## src/sv/psg_register_stream_parser_unit_assert.svh

```systemverilog
// Assertion macros for the PSG register stream parser.
// Every property is clocked on clk and is off while rst_n is low.
`ifndef PSG_REGISTER_STREAM_PARSER_UNIT_ASSERT_SVH
`define PSG_REGISTER_STREAM_PARSER_UNIT_ASSERT_SVH

// The consequent must hold in the same cycle as the antecedent.
`define PSG_ASSERT_SAME(name, ante, cons, msg) \
    name: assert property (@(posedge clk) disable iff (!rst_n) (ante) |-> (cons)) \
        else $error(msg);

// The consequent must hold in the cycle after the antecedent.
`define PSG_ASSERT_NEXT(name, ante, cons, msg) \
    name: assert property (@(posedge clk) disable iff (!rst_n) (ante) |=> (cons)) \
        else $error(msg);

`endif

```

## src/sv/psg_pkg.sv

```systemverilog
package psg_pkg;

    // Default width of the byte position, the length register and the consumed count.
    localparam int LENGTH_BITS_DEFAULT = 24;

    // Fixed widths of the result fields.
    localparam int USED_LENGTH_WIDTH = 24;

    // Depth of the result queue and its derived widths.
    localparam int RESULT_DEPTH = 4;
    localparam int RESULT_PTR_W = $clog2(RESULT_DEPTH);
    localparam int RESULT_CNT_W = $clog2(RESULT_DEPTH + 1);

    // Body command bytes and limits.
    localparam logic [7:0] CMD_FRAME    = 8'hFF;
    localparam logic [7:0] CMD_SKIP     = 8'hFE;
    localparam logic [7:0] CMD_END      = 8'hFD;
    localparam logic [7:0] MAX_REGISTER = 8'd15;

    // Header layout.
    localparam int MIN_FILE_LENGTH = 16;
    localparam int SIG_END_POS     = 3;
    localparam int PAD_END_POS     = 15;
    localparam logic [4:0] SHORT_BODY_START = 5'd4;
    localparam logic [4:0] LONG_BODY_START  = 5'd16;

    // Parser phases, one-hot.
    typedef enum logic [7:0] {
        PH_HEADER   = 8'b0000_0001,
        PH_VERSION  = 8'b0000_0010,
        PH_PAD      = 8'b0000_0100,
        PH_CMD      = 8'b0000_1000,
        PH_SKIP_ARG = 8'b0001_0000,
        PH_REG_ARG  = 8'b0010_0000,
        PH_STOPPED  = 8'b0100_0000,
        PH_FINISHED = 8'b1000_0000
    } psg_phase_t;

    // Result kinds.
    typedef enum logic [1:0] {
        KIND_FRAMES    = 2'd0,
        KIND_REG_WRITE = 2'd1,
        KIND_SUMMARY   = 2'd2
    } psg_kind_t;

    // One result item.
    typedef struct packed {
        psg_kind_t                      event_kind;
        logic [9:0]                     frame_count;
        logic [3:0]                     chip_register;
        logic [7:0]                     register_value;
        logic                           accepted;
        logic [USED_LENGTH_WIDTH-1:0]   used_length;
        logic [4:0]                     body_start;
        logic                           last_of_run;
    } psg_result_t;

    // Results caused by one byte: up to an event and a summary, in that order.
    typedef struct packed {
        logic [1:0]  count;
        psg_result_t first;
        psg_result_t second;
    } psg_emit_t;

    // Result queue status.
    typedef struct packed {
        logic [RESULT_CNT_W-1:0] count;
        logic                    room;
    } psg_status_t;

    // Signature byte expected at header offsets zero to three.
    function automatic logic [7:0] psg_sig_byte(input logic [1:0] idx);
        logic [7:0] value;
        case (idx)
            2'd0:    value = 8'h50;
            2'd1:    value = 8'h53;
            2'd2:    value = 8'h47;
            default: value = 8'h1A;
        endcase
        return value;
    endfunction

endpackage

```

## src/sv/psg_register_stream_parser_unit.sv

```systemverilog
// Channel    Direction  Data bits                              Sideband
// s_axis     in         tdata[7:0] data_byte                   none
// m_axis     out        tdata[55:0] result fields, zero pad    tuser event_kind, tlast
// cfg        in         cfg_wr_data file_length                cfg_wr_en
//
// One byte is taken per cycle while the result queue has room for a pair; a byte waits
// in the input register until then, and its results enter the result queue at the edge that takes it out.
// A byte gives up to two results, and a pair leaves the queue one result at a time.
// The input register passes its byte on only while the queue has room for a pair.
// Reset puts the parser in its header phase and clears the queue and the length.
module psg_register_stream_parser_unit #(
    parameter int LENGTH_BITS = psg_pkg::LENGTH_BITS_DEFAULT
) (
    input  logic                   clk,
    input  logic                   rst_n,
    input  logic                   cfg_wr_en,
    input  logic [LENGTH_BITS-1:0] cfg_wr_data,   // file_length
    input  logic                   s_axis_tvalid,
    output logic                   s_axis_tready,
    input  logic [7:0]             s_axis_tdata,  // [7:0] data_byte
    output logic                   m_axis_tvalid,
    input  logic                   m_axis_tready,
    // [9:0] frame_count, [13:10] chip_register, [21:14] register_value,
    // [22] accepted, [46:23] used_length, [51:47] body_start, [55:52] zero
    output logic [55:0]            m_axis_tdata,
    output logic [1:0]             m_axis_tuser,  // [1:0] event_kind
    output logic                   m_axis_tlast   // last_of_run
);
    import psg_pkg::*;

    logic        in_valid_reg;
    logic [7:0]  in_byte_reg;
    logic        parse_fire;
    psg_emit_t   emit;
    psg_result_t head;
    psg_status_t status;

    assign parse_fire    = in_valid_reg && status.room;
    assign s_axis_tready = !in_valid_reg || parse_fire;

    // Input register: holds one byte until the parser can take it.
    always_ff @(posedge clk or negedge rst_n)
    begin
        if (!rst_n)
        begin
            in_valid_reg <= 1'b0;
        end
        else if (s_axis_tready)
        begin
            in_valid_reg <= s_axis_tvalid;
        end
    end

    always_ff @(posedge clk)
    begin
        if (s_axis_tvalid && s_axis_tready)
        begin
            in_byte_reg <= s_axis_tdata;
        end
    end

    psg_parser #(
        .LENGTH_BITS (LENGTH_BITS)
    ) u_parser (
        .clk         (clk),
        .rst_n       (rst_n),
        .cfg_wr_en   (cfg_wr_en),
        .cfg_wr_data (cfg_wr_data),
        .byte_valid  (parse_fire),
        .byte_data   (in_byte_reg),
        .emit        (emit)
    );

    psg_result_fifo u_result_fifo (
        .clk        (clk),
        .rst_n      (rst_n),
        .emit       (emit),
        .pop        (m_axis_tready),
        .out_valid  (m_axis_tvalid),
        .out_result (head),
        .status     (status)
    );

    // Output transfer packing.
    assign m_axis_tdata = {4'b0000, head.body_start, head.used_length, head.accepted,
                           head.register_value, head.chip_register, head.frame_count};
    assign m_axis_tuser = head.event_kind;
    assign m_axis_tlast = head.last_of_run;

`include "psg_register_stream_parser_unit_assert.svh"

    `PSG_ASSERT_SAME(a_summary_is_last, m_axis_tvalid && (m_axis_tuser == KIND_SUMMARY),
        m_axis_tlast, "summary result without tlast")
    `PSG_ASSERT_SAME(a_pair_ends_in_summary, parse_fire && (emit.count == 2'd2),
        emit.second.event_kind == KIND_SUMMARY, "second result of a byte is not a summary")
    `PSG_ASSERT_SAME(a_queue_bound, 1'b1,
        status.count <= RESULT_CNT_W'(RESULT_DEPTH), "result queue overfilled")
    `PSG_ASSERT_NEXT(a_push_shows, parse_fire && (emit.count != 2'd0),
        m_axis_tvalid, "pushed result not offered")

endmodule

```

## src/sv/psg_parser.sv

```systemverilog
module psg_parser #(
    parameter int LENGTH_BITS = psg_pkg::LENGTH_BITS_DEFAULT
) (
    input  logic                   clk,
    input  logic                   rst_n,
    input  logic                   cfg_wr_en,
    input  logic [LENGTH_BITS-1:0] cfg_wr_data,
    input  logic                   byte_valid,
    input  logic [7:0]             byte_data,
    output psg_pkg::psg_emit_t     emit
);
    import psg_pkg::*;

    localparam logic [LENGTH_BITS-1:0] POS_ONE   = LENGTH_BITS'(1);
    localparam logic [LENGTH_BITS-1:0] MIN_LEN   = LENGTH_BITS'(MIN_FILE_LENGTH);
    localparam logic [LENGTH_BITS-1:0] SIG_END   = LENGTH_BITS'(SIG_END_POS);
    localparam logic [LENGTH_BITS-1:0] PAD_END   = LENGTH_BITS'(PAD_END_POS);

    psg_phase_t             phase_reg, phase_next;
    logic [LENGTH_BITS-1:0] file_length_reg;
    logic [LENGTH_BITS-1:0] byte_position_reg, byte_position_next;
    logic [LENGTH_BITS-1:0] consumed_length_reg, consumed_length_next;
    logic                   header_good_reg, header_good_next;
    logic                   short_body_start_reg, short_body_start_next;
    logic [3:0]             pending_register_reg, pending_register_next;

    logic [LENGTH_BITS-1:0] pos_inc;
    logic                   final_byte;
    logic                   length_ok;
    logic                   active;
    logic                   ev_valid;
    psg_result_t            ev;
    psg_result_t            summary;
    logic [31:0]            consumed_wide;

    assign pos_inc    = byte_position_reg + POS_ONE;
    assign final_byte = (pos_inc == file_length_reg);
    assign length_ok  = (file_length_reg > MIN_LEN);
    assign active     = byte_valid && (phase_reg != PH_FINISHED);

    // Phase update and body event for the byte in the input register.
    always_comb
    begin
        phase_next            = phase_reg;
        byte_position_next    = byte_position_reg;
        consumed_length_next  = consumed_length_reg;
        header_good_next      = header_good_reg;
        short_body_start_next = short_body_start_reg;
        pending_register_next = pending_register_reg;
        ev_valid              = 1'b0;
        ev                    = '0;
        if (active)
        begin
            header_good_next   = header_good_reg && length_ok;
            byte_position_next = pos_inc;
            if (header_good_next)
            begin
                case (phase_reg)
                    PH_HEADER:
                    begin
                        if (byte_data != psg_sig_byte(byte_position_reg[1:0]))
                        begin
                            header_good_next = 1'b0;
                        end
                        else
                        begin
                            consumed_length_next = pos_inc;
                            if (byte_position_reg >= SIG_END)
                            begin
                                phase_next = PH_VERSION;
                            end
                        end
                    end
                    PH_VERSION:
                    begin
                        consumed_length_next = pos_inc;
                        if (byte_data == CMD_FRAME)
                        begin
                            short_body_start_next = 1'b1;
                            ev_valid              = 1'b1;
                            ev.event_kind         = KIND_FRAMES;
                            ev.frame_count        = 10'd1;
                            phase_next            = PH_CMD;
                        end
                        else
                        begin
                            short_body_start_next = 1'b0;
                            phase_next            = PH_PAD;
                        end
                    end
                    PH_PAD:
                    begin
                        consumed_length_next = pos_inc;
                        if (byte_position_reg >= PAD_END)
                        begin
                            phase_next = PH_CMD;
                        end
                    end
                    PH_CMD:
                    begin
                        if (byte_data == CMD_FRAME)
                        begin
                            consumed_length_next = pos_inc;
                            ev_valid             = 1'b1;
                            ev.event_kind        = KIND_FRAMES;
                            ev.frame_count       = 10'd1;
                        end
                        else if (byte_data == CMD_SKIP)
                        begin
                            phase_next = PH_SKIP_ARG;
                        end
                        else if (byte_data == CMD_END)
                        begin
                            consumed_length_next = pos_inc;
                            phase_next           = PH_STOPPED;
                        end
                        else if (byte_data <= MAX_REGISTER)
                        begin
                            pending_register_next = byte_data[3:0];
                            phase_next            = PH_REG_ARG;
                        end
                        else
                        begin
                            phase_next = PH_STOPPED;
                        end
                    end
                    PH_SKIP_ARG:
                    begin
                        consumed_length_next = pos_inc;
                        ev_valid             = 1'b1;
                        ev.event_kind        = KIND_FRAMES;
                        ev.frame_count       = {byte_data, 2'b00};
                        phase_next           = PH_CMD;
                    end
                    PH_REG_ARG:
                    begin
                        consumed_length_next = pos_inc;
                        ev_valid             = 1'b1;
                        ev.event_kind        = KIND_REG_WRITE;
                        ev.chip_register     = pending_register_reg;
                        ev.register_value    = byte_data;
                        phase_next           = PH_CMD;
                    end
                    default:
                    begin
                        phase_next = phase_reg;
                    end
                endcase
            end
            if (final_byte)
            begin
                phase_next = PH_FINISHED;
            end
        end
    end

    // End-of-file summary built from the updated state.
    assign consumed_wide = 32'(consumed_length_next);

    always_comb
    begin
        summary            = '0;
        summary.event_kind = KIND_SUMMARY;
        if (header_good_next)
        begin
            summary.accepted    = 1'b1;
            summary.used_length = consumed_wide[USED_LENGTH_WIDTH-1:0];
            summary.body_start  = short_body_start_next ? SHORT_BODY_START : LONG_BODY_START;
        end
    end

    // Order the results of this byte and mark the final one.
    always_comb
    begin
        emit = '0;
        if (active)
        begin
            if (ev_valid && final_byte)
            begin
                emit.count              = 2'd2;
                emit.first              = ev;
                emit.second             = summary;
                emit.second.last_of_run = 1'b1;
            end
            else if (ev_valid)
            begin
                emit.count             = 2'd1;
                emit.first             = ev;
                emit.first.last_of_run = 1'b1;
            end
            else if (final_byte)
            begin
                emit.count             = 2'd1;
                emit.first             = summary;
                emit.first.last_of_run = 1'b1;
            end
        end
    end

    // Parser state and length register.
    always_ff @(posedge clk or negedge rst_n)
    begin
        if (!rst_n)
        begin
            phase_reg            <= PH_HEADER;
            file_length_reg      <= '0;
            byte_position_reg    <= '0;
            consumed_length_reg  <= '0;
            header_good_reg      <= 1'b1;
            short_body_start_reg <= 1'b0;
            pending_register_reg <= '0;
        end
        else
        begin
            phase_reg            <= phase_next;
            byte_position_reg    <= byte_position_next;
            consumed_length_reg  <= consumed_length_next;
            header_good_reg      <= header_good_next;
            short_body_start_reg <= short_body_start_next;
            pending_register_reg <= pending_register_next;
            if (cfg_wr_en)
            begin
                file_length_reg <= cfg_wr_data;
            end
        end
    end

endmodule

```

## src/sv/psg_result_fifo.sv

```systemverilog
module psg_result_fifo (
    input  logic                 clk,
    input  logic                 rst_n,
    input  psg_pkg::psg_emit_t   emit,
    input  logic                 pop,
    output logic                 out_valid,
    output psg_pkg::psg_result_t out_result,
    output psg_pkg::psg_status_t status
);
    import psg_pkg::*;

    psg_result_t              entry_reg [RESULT_DEPTH];
    logic [RESULT_PTR_W-1:0]  wr_ptr_reg, wr_ptr_next;
    logic [RESULT_PTR_W-1:0]  rd_ptr_reg, rd_ptr_next;
    logic [RESULT_CNT_W-1:0]  count_reg, count_next;
    logic [RESULT_PTR_W-1:0]  wr_ptr_inc;
    logic                     do_pop;

    assign out_valid  = (count_reg != '0);
    assign out_result = entry_reg[rd_ptr_reg];
    assign do_pop     = pop && out_valid;
    assign wr_ptr_inc = wr_ptr_reg + RESULT_PTR_W'(1);

    // Room for a full pair of results from the next byte.
    assign status.count = count_reg;
    assign status.room  = (count_reg <= RESULT_CNT_W'(RESULT_DEPTH - 2));

    // Pointer and fill count update.
    always_comb
    begin
        wr_ptr_next = wr_ptr_reg + RESULT_PTR_W'(emit.count);
        rd_ptr_next = do_pop ? rd_ptr_reg + RESULT_PTR_W'(1) : rd_ptr_reg;
        count_next  = count_reg + RESULT_CNT_W'(emit.count) - RESULT_CNT_W'(do_pop);
    end

    // Result storage, written with up to two entries per cycle.
    always_ff @(posedge clk)
    begin
        if (emit.count != 2'd0)
        begin
            entry_reg[wr_ptr_reg] <= emit.first;
        end
        if (emit.count == 2'd2)
        begin
            entry_reg[wr_ptr_inc] <= emit.second;
        end
    end

    // Queue control.
    always_ff @(posedge clk or negedge rst_n)
    begin
        if (!rst_n)
        begin
            wr_ptr_reg <= '0;
            rd_ptr_reg <= '0;
            count_reg  <= '0;
        end
        else
        begin
            wr_ptr_reg <= wr_ptr_next;
            rd_ptr_reg <= rd_ptr_next;
            count_reg  <= count_next;
        end
    end

endmodule

```

## config.mk

```make
export PLATFORM = sky130hd
export DESIGN_NAME = psg_register_stream_parser_unit
export DESIGN_NICKNAME = d
export VERILOG_FILES = /design/src/sv/psg_pkg.sv /design/src/sv/psg_register_stream_parser_unit.sv /design/src/sv/psg_parser.sv /design/src/sv/psg_result_fifo.sv
export VERILOG_INCLUDE_DIRS = /design/src /design/src/sv
export SDC_FILE = /design/constraint.sdc
export NUM_CORES = 1
export LEC_CHECK = 0
export ABC_AREA = 1
export BUFFER_PORTS_ARGS = -buffer_cell sky130_fd_sc_hd__buf_4
export CORE_AREA = 2 2 209 211
export DETAILED_ROUTE_END_ITERATION = 16
export DIE_AREA = 0 0 211 213
export GPL_ROUTABILITY_DRIVEN = 0
export RECOVER_POWER = 100
export SLEW_MARGIN = 10
export SYNTH_ARGS = -nofsm -noshare
export SYNTH_HDL_FRONTEND = slang
export SYNTH_SLANG_ARGS = --single-unit
```

## constraint.sdc

```tcl
create_clock -name clk -period 4.6 [get_ports clk]
set_input_delay 0.23 -clock clk [delete_from_list [all_inputs] [get_ports clk]]
set_output_delay 0.23 -clock clk [all_outputs]
set_load 0.02 [all_outputs]
```

==> out/summary.txt, run 1 <==
Max IR drop VDD -> 445 uV
Synth Flop Type -> edfxtp_1
Worst setup SP type -> flip-flop
RR Endpoint -> u_result_fifo.entry_reg[0][18]
Flop pwr share -> 0.365
Int Pwr -> 0.00521 W
Cell Chain, Critical Path -> ha_1 > nand2_2 > nor2_8 > nand3_1 > nor2_1 > nand2_1 > nand2_1 > nand2_1 > a21oi_1 > nand2_1 > nor4_2 > ha_1 > nor2_2 > nor2_1 > inv_1 > nand2_1 > inv_1 > nand4_4 > a21oi_1
DR pass1 iterations -> 5
Clock power frac -> 0.323
Synth warnings -> 0
PortBufs -> 89
Num CTS Buffers -> 36
WP buf/inv -> 2
Unrepaired setup endpoints after global routing -> true
Leakage -> 6.83 nW
Site row count -> 76
CTS H-tree depth -> 2
Cell mode on critical path -> nand2_1
Die H -> 213 um
Final hold vios -> 0
Grt total ovfl -> 0
Layout cells sized above 1 -> 0.108
Core Util, Final -> 0.405
Clock latency on the worst-skew pair -> 0.54 ns
CTS sink cnt -> 306
Vias per inst -> 5.19
CP Depth -> 19
Final TNS setup -> 0 ns
Slew @ Worst Pin -> 2.57 ns
Area of the core -> 42700 um2
Power per cell area -> 475 nW/um2
Top delay family on crit path -> simple AND/OR/NAND/NOR gates
Ys async rst share -> 0.307
# nets final -> 1906
Worst path arrival time -> 4.61 ns
MaxCap Viol Count -> 2
Synth cell types -> 43
Comb power frac -> 0.312
Post-synthesis sequential area ratio -> 0.532
ANT cells -> 0
FMAX -> 236 MHz
CTS tree -> built
Worst setup startpoint -> u_parser.byte_position_reg[1]
Number of flip-flops under the largest register name -> 204
RR Startpoint -> u_parser.byte_position_reg[1]
Switch Pwr -> 0.00300 W
CTS Buffer Depth -> 3
Fin Clk Skew -> 0.0263 ns
Critical Path End Type -> flip-flop
Post-Syn Instances -> 1751
First-pass GRT wire length -> 67300 um
Final Cycle Share -> 0.922
Die area -> 44900 um2
Vias in the first global route -> 12132
Synthesized area -> 14700 um2
# DRC -> 0
Reg2Reg Setup Slack -> 0.36 ns
Syn_area_per_cell -> 8.41 um2
Worst-path clk slew -> 0.06 ns
Flops & latches, synth -> 306
Number of flops mapped to enable cells by yosys -> 124
Io pins -> 98
Dpl cells -> 2328
Placement Cell Area -> 15900 um2
Vias -> 12634
Multi-input logic area -> 5890 um2
Switch share -> 0.365
Crit path max fanout -> 27
GRT Util Overall -> 0.191
Max Slew Vio Count -> 98
Post-Layout Cell Count -> 2432
ANT nets after route -> 0
Slowest cell on the critical path -> nand4_4
Slew margin rel. -> -0.714
Iteration-0 DRC Markers -> 1039
Critical path class -> reg2reg
R2R cell count -> 19
Initial antenna violation count -> 0
Area added between synthesis and finish -> 17.3%
Register Area -> 7840 um2
Starting Density -> 0.345
Hold Path Class -> in2reg
Status -> finished, violations left
Largest net degree at the start of global routing -> 104
Hpwl dp -> 28600 um
Failing checks -> max-capacitance violations, max-slew violations
Avg WL per Cell -> 17.7 um
Tmin final -> 4.24 ns
Post-route cell area -> 17300 um2
Final setup vio count -> 0
Die W -> 211 um
Root Driver -> clkbuf_16
Fillcell total -> 4242
Max incr delay on CP -> 0.45 ns
Worst Setup EP -> u_result_fifo.entry_reg[0][18]
Drt total wl -> 43000 um
Required @ worst endpoint -> 4.97 ns
[layout by cell type, fill, tap and decap left out, types with 2 or more instances in the layout]
cell type	n
a21oi_1	112
dfrtp_1	91
conb_1	8
buf_4	82
nor3_1	7
clkbuf_1	40
nand2_4	2
clkbuf_16	36
o21ai_1	11
nand4_1	20
nor2_4	7
inv_2	7
nand2_2	14
edfxtp_1	124
dfxtp_1	88
nor4_1	6
o2111ai_1	2
nor2_8	4
ha_1	9
dlygate4sd3_1	34
inv_1	155
nor2_2	9
nor2_1	183
o22ai_1	52
clkbuf_8	3
clkinvlp_4	3
xnor2_1	2
o21ai_0	244
clkinv_2	4
clkbuf_4	8
xor2_1	5
a22o_1	15
nand3_2	4
nand2_1	347
and3_1	2
nand4_4	5
inv_6	2
nand3_1	120
[cell type report]
type	instances	share of cell area
clock inverters	10	0.00521
repair buffers	151	0.0663
multi-input cells	1199	0.341
flip-flops and latches	306	0.454
clock buffers	55	0.0580
inverters	164	0.0358
repair inverters	1	0.000434
well taps	546	0.0395
[tightest hold or removal path, cell delays in order]
cell	delay, ns
buf_4	0.09
nand2_1	0.07
inv_1	0.08
nor2_1	0.04
nor2_1	0.07
[cell usage after synthesis (9+ instances only)]
library cell | count | area, um2
dfrtp_1 | 92 | 2300
o21ai_0 | 232 | 1160
clkbuf_1 | 65 | 244
nor2_2 | 10 | 62.6
o22ai_1 | 52 | 325
nand2_1 | 347 | 1300
nand3_1 | 120 | 601
a21oi_1 | 113 | 566
nand4_1 | 20 | 125
inv_1 | 156 | 586
dfxtp_1 | 88 | 1760
nand2_2 | 14 | 87.6
ha_1 | 9 | 113
a22o_1 | 15 | 131
edfxtp_1 | 124 | 3720
o21ai_1 | 23 | 115
nor2_1 | 182 | 683
[power groups by stage]
stage                     Sequential, W  Clock, W  Combinational [W]
final                           0.00300   0.00265            0.00256
after global routing            0.00301   0.00283            0.00282
after CTS                       0.00299   0.00271            0.00269
after detailed placement        0.00305         0            0.00266
after global placement          0.00304         0            0.00265
after floorplan                 0.00302         0            0.00164
[per-stage QoR]
stage / hold slack [ns] / power, W / setup WS (ns)
global placement: 0.280 / 0.00569 / 0.275
CTS: 0.0631 / 0.00839 / 0.145
global route: 0.112 / 0.00865 / -0.0106
floorplan: -0.0656 / 0.00466 / 0.387
finish: 0.0780 / 0.00821 / 0.360
detailed placement: 0.283 / 0.00571 / 0.163
[metal layers]
metal	share of wire	vias up	global-route usage	wire length, um
li1	-	6124	-	-
met1	0.45	6004	0.264	19200
met2	0.46	438	0.312	20000
met3	0.068	68	0.0279	2910
met4	0.021	0	0.0520	907
met5	0	-	0	0
[cells by family (layout without fill, tap and decap cells)]
group                    count (synthesis)  count (layout)  synth area share
AND/OR/NAND/NOR                        734             735             0.224
AO/OA/AOI/OAI                          439             439             0.158
flip-flops                             306             306             0.532
buffers and inverters                  254             381            0.0715
adder cells (fa/ha/maj)                 10              10           0.00900
XOR/XNOR                                 7               7           0.00416
other                                    1               8          0.000255
[how the worst min path moves through the flow]
| stage | end | from | cells after the start | slack [ns] |
|---|---|---|---|---|
| 2_1_floorplan | in_valid_reg | rst_n | 0 | -0.07 |
| 3_3_place_gp | u_parser.file_length_reg[11] | rst_n | 1 | 0.28 |
| 3_5_place_dp | u_parser.file_length_reg[11] | rst_n | 1 | 0.28 |
| 4_1_cts | u_result_fifo.rd_ptr_reg[0] | m_axis_tready | 5 | 0.06 |
| 5_1_grt | u_result_fifo.rd_ptr_reg[1] | m_axis_tready | 4 | 0.11 |
| 6_report | u_result_fifo.rd_ptr_reg[0] | m_axis_tready | 5 | 0.08 |
[repair_timing]
item,CTS,global route
endpoints found under the setup margin,0,208
hold buffers,34,0
gates resized for setup,0,8
hold endpoints to repair,78,0
buffers inserted,0,3
Note: power is estimated with default switching activity, not from simulation.
==> run 2, diff against run 1 <==
- CORE_AREA: 2 2 209 211 -> 2 2 184 186
- DIE_AREA: 0 0 211 213 -> 0 0 186 188
==> out/summary.txt, run 2 (same netlist as run 1, synthesis figures left out) <==
Status -> finished, violations left
Failing checks -> max-capacitance violations, max-slew violations
Drt total wl -> 41900 um (-2.5%)
Max incr delay on CP -> 0.43 ns (-0.02 ns)
Avg WL per Cell -> 18.0 um (+1.8%)
Post-Layout Cell Count -> 2330 (-4.2%)
Met3 wire len -> 3110 um (+6.9%)
Slowest cell on the critical path -> dfrtp_1
CTS sink cnt -> 306 (unchanged)
Worst path arrival time -> 4.60 ns (about the same)
Slew @ Worst Pin -> 2.48 ns (-0.0866 ns)
Critical Path End Type -> flip-flop
# DRC -> 0 (unchanged)
Die area -> 35000 um2 (-22%)
Vias per inst -> 5.44 (+4.7%)
ANT cells -> 0 (unchanged)
GRT Util Overall -> 0.240 (+0.0498)
Io pins -> 98 (unchanged)
CTS tree -> built
Slew margin rel. -> -0.656 (+0.0577)
Met1 Wirelength -> 19500 um (+1.5%)
Fin Clk Skew -> 0.0124 ns (-0.0139 ns)
CP Depth -> 20 (+1)
Fillcell total -> 3137 (-26%)
Root Driver -> clkbuf_16
Required @ worst endpoint -> 4.99 ns (+0.02 ns)
Top delay family on crit path -> simple AND/OR/NAND/NOR gates
FMAX -> 238 MHz (+0.84%)
ANT nets after route -> 0 (unchanged)
Power per cell area -> 483 nW/um2 (+1.8%)
Cell mode on critical path -> nand2_1
Final Cycle Share -> 0.914 (-0.00772)
Unrepaired setup endpoints after global routing -> true
CTS H-tree depth -> 2 (unchanged)
Commonest non-fill, non-tap cell in the layout -> nand2_1
Met2 Routed Length -> 18300 um (-8.2%)
Grt total ovfl -> 0 (unchanged)
Site row count -> 67 (-12%)
# nets final -> 1904 (-0.10%)
Clock latency on the worst-skew pair -> 0.51 ns (-0.03 ns)
Num CTS Buffers -> 35 (-2.8%)
Hold Path Class -> in2reg
Switch share -> 0.352 (-0.0130)
Die H -> 188 um (-12%)
Final hold vios -> 0 (unchanged)
Switch Pwr -> 0.00294 W (-1.9%)
Clock power frac -> 0.327 (+0.004)
Initial antenna violation count -> 0 (unchanged)
Leakage -> 6.91 nW (+1.2%)
Crit path max fanout -> 22 (-19%)
Largest net degree at the start of global routing -> 78 (-25%)
Cell Chain, Critical Path -> ha_1 > nand2_2 > nor2_8 > nand3_1 > nor2_1 > nand2_1 > nand2_1 > nand2_1 > a21oi_1 > nand2_1 > nor4_2 > ha_1 > inv_1 > nor2_1 > inv_1 > nor3_1 > inv_1 > nand2_1 > inv_1 > a22o_1
Max Slew Vio Count -> 83 (-15%)
DR pass1 iterations -> 6 (+1)
Area of the core -> 33100 um2 (-22%)
Hold depth -> 5 (unchanged)
Top routing layer used -> met4
Final TNS setup -> 0 ns (unchanged)
Tmin final -> 4.20 ns (-0.0355 ns)
First-pass GRT wire length -> 65900 um (-2.1%)
Worst setup SP type -> flip-flop
PortBufs -> 89 (unchanged)
Multi-input logic area -> 5890 um2 (about the same)
Number of flip-flops under the largest register name -> 204 (unchanged)
Starting Density -> 0.445 (+0.0998)
Int Pwr -> 0.00541 W (+3.8%)
Flop pwr share -> 0.362 (-0.003)
Area added between synthesis and finish -> 17.2% (about the same)
Final setup vio count -> 0 (unchanged)
WP buf/inv -> 4 (+2)
Register Area -> 7840 um2 (about the same)
Die W -> 186 um (-12%)
Core Util, Final -> 0.521 (+0.117)
Max IR drop VDD -> 350 uV (-21%)
Layout cells sized above 1 -> 0.122 (+0.0146)
Vias in the first global route -> 12027 (-0.87%)
Iteration-0 DRC Markers -> 1172 (+13%)
R2R cell count -> 20 (+1)
CTS Buffer Depth -> 3 (unchanged)
Vias -> 12673 (+0.31%)
Hpwl dp -> 27400 um (-4.3%)
Most frequent cells in the layout -> 346 x nand2_1, 232 x o21ai_0, 181 x nor2_1
MaxCap Viol Count -> 2 (unchanged)
Comb power frac -> 0.310 (-0.002)
Critical path class -> reg2reg
Worst-path clk slew -> 0.06 ns (about the same)
Dpl cells -> 2231 (-4.2%)
==> run 2: cell count changes in the layout (fill, tap and decap cells not counted), sizes merged <==
cell	change
buf	+20
bufinv	+2
clkbuf	-27
clkinv	+2
clkinvlp	+1
inv	-2
==> run 2: what timing repair did <==
item                                    CTS  global route
hold buffers                             34             0
buffers inserted                          0             1
endpoints found under the setup margin    0           296
endpoints found under the hold margin    76             0
resized for setup                         0             8
==> run 2: routing by layer <==
metal,GRT usage,up-vias
met2,0.357,463
met3,0.0365,79
met5,0,-
li1,-,6123
met4,0.0718,0
met1,0.361,6008
==> run 2: metrics by stage <==
stage          setup slack (ns)  instance area (um2)  total power (W)  hold WS, ns
2_1_floorplan             0.387                14800          0.00466      -0.0656
3_3_place_gp              0.396                15800          0.00565        0.267
3_5_place_dp              0.259                15800          0.00566        0.273
4_1_cts                   0.233                17200          0.00842        0.102
5_1_grt                 -0.0920                17300          0.00878        0.179
6_report                  0.395                17300          0.00835        0.122
==> run 2: area by class of cell <==
cell class,instances,share of cell area
Clock inverter,13,0.00812
Inverter,164,0.0361
Multi-Input combinational cell,1199,0.341
Timing Repair inverter,1,0.000435
Clock buffer,49,0.0573
Timing Repair Buffer,150,0.0703
Tap cell,448,0.0325
Sequential cell,306,0.454
==> run 2: path summary, 6_finish.rpt <==
kind                                                     start                               end  slack [ns]
worst max-delay path             u_parser.byte_position_reg[0]    u_result_fifo.entry_reg[0][41]        0.40
worst min register to register  u_result_fifo.entry_reg[0][53]    u_result_fifo.entry_reg[0][53]        0.46
worst min-delay path                             m_axis_tready       u_result_fifo.rd_ptr_reg[0]        0.12
min in group asynchronous                                rst_n      u_parser.file_length_reg[14]        1.02
worst max register to register   u_parser.byte_position_reg[0]    u_result_fifo.entry_reg[0][41]        0.40
max in group asynchronous                                rst_n  u_parser.consumed_length_reg[19]        1.35
==> run 2: power groups by stage <==
stage,Sequential [W],Clock (W),Combinational (W)
3_5_place_dp,0.00308,0,0.00258
6_report,0.00302,0.00273,0.00259
4_1_cts,0.00302,0.00278,0.00261
3_3_place_gp,0.00308,0,0.00257
2_1_floorplan,0.00302,0,0.00164
5_1_grt,0.00304,0.00289,0.00285
==> run 2: worst min-delay path: stages <==
cell and delay (ns):
buf_4 0.08, nand2_1 0.08, inv_1 0.09, nor2_1 0.04
nor2_1 0.07
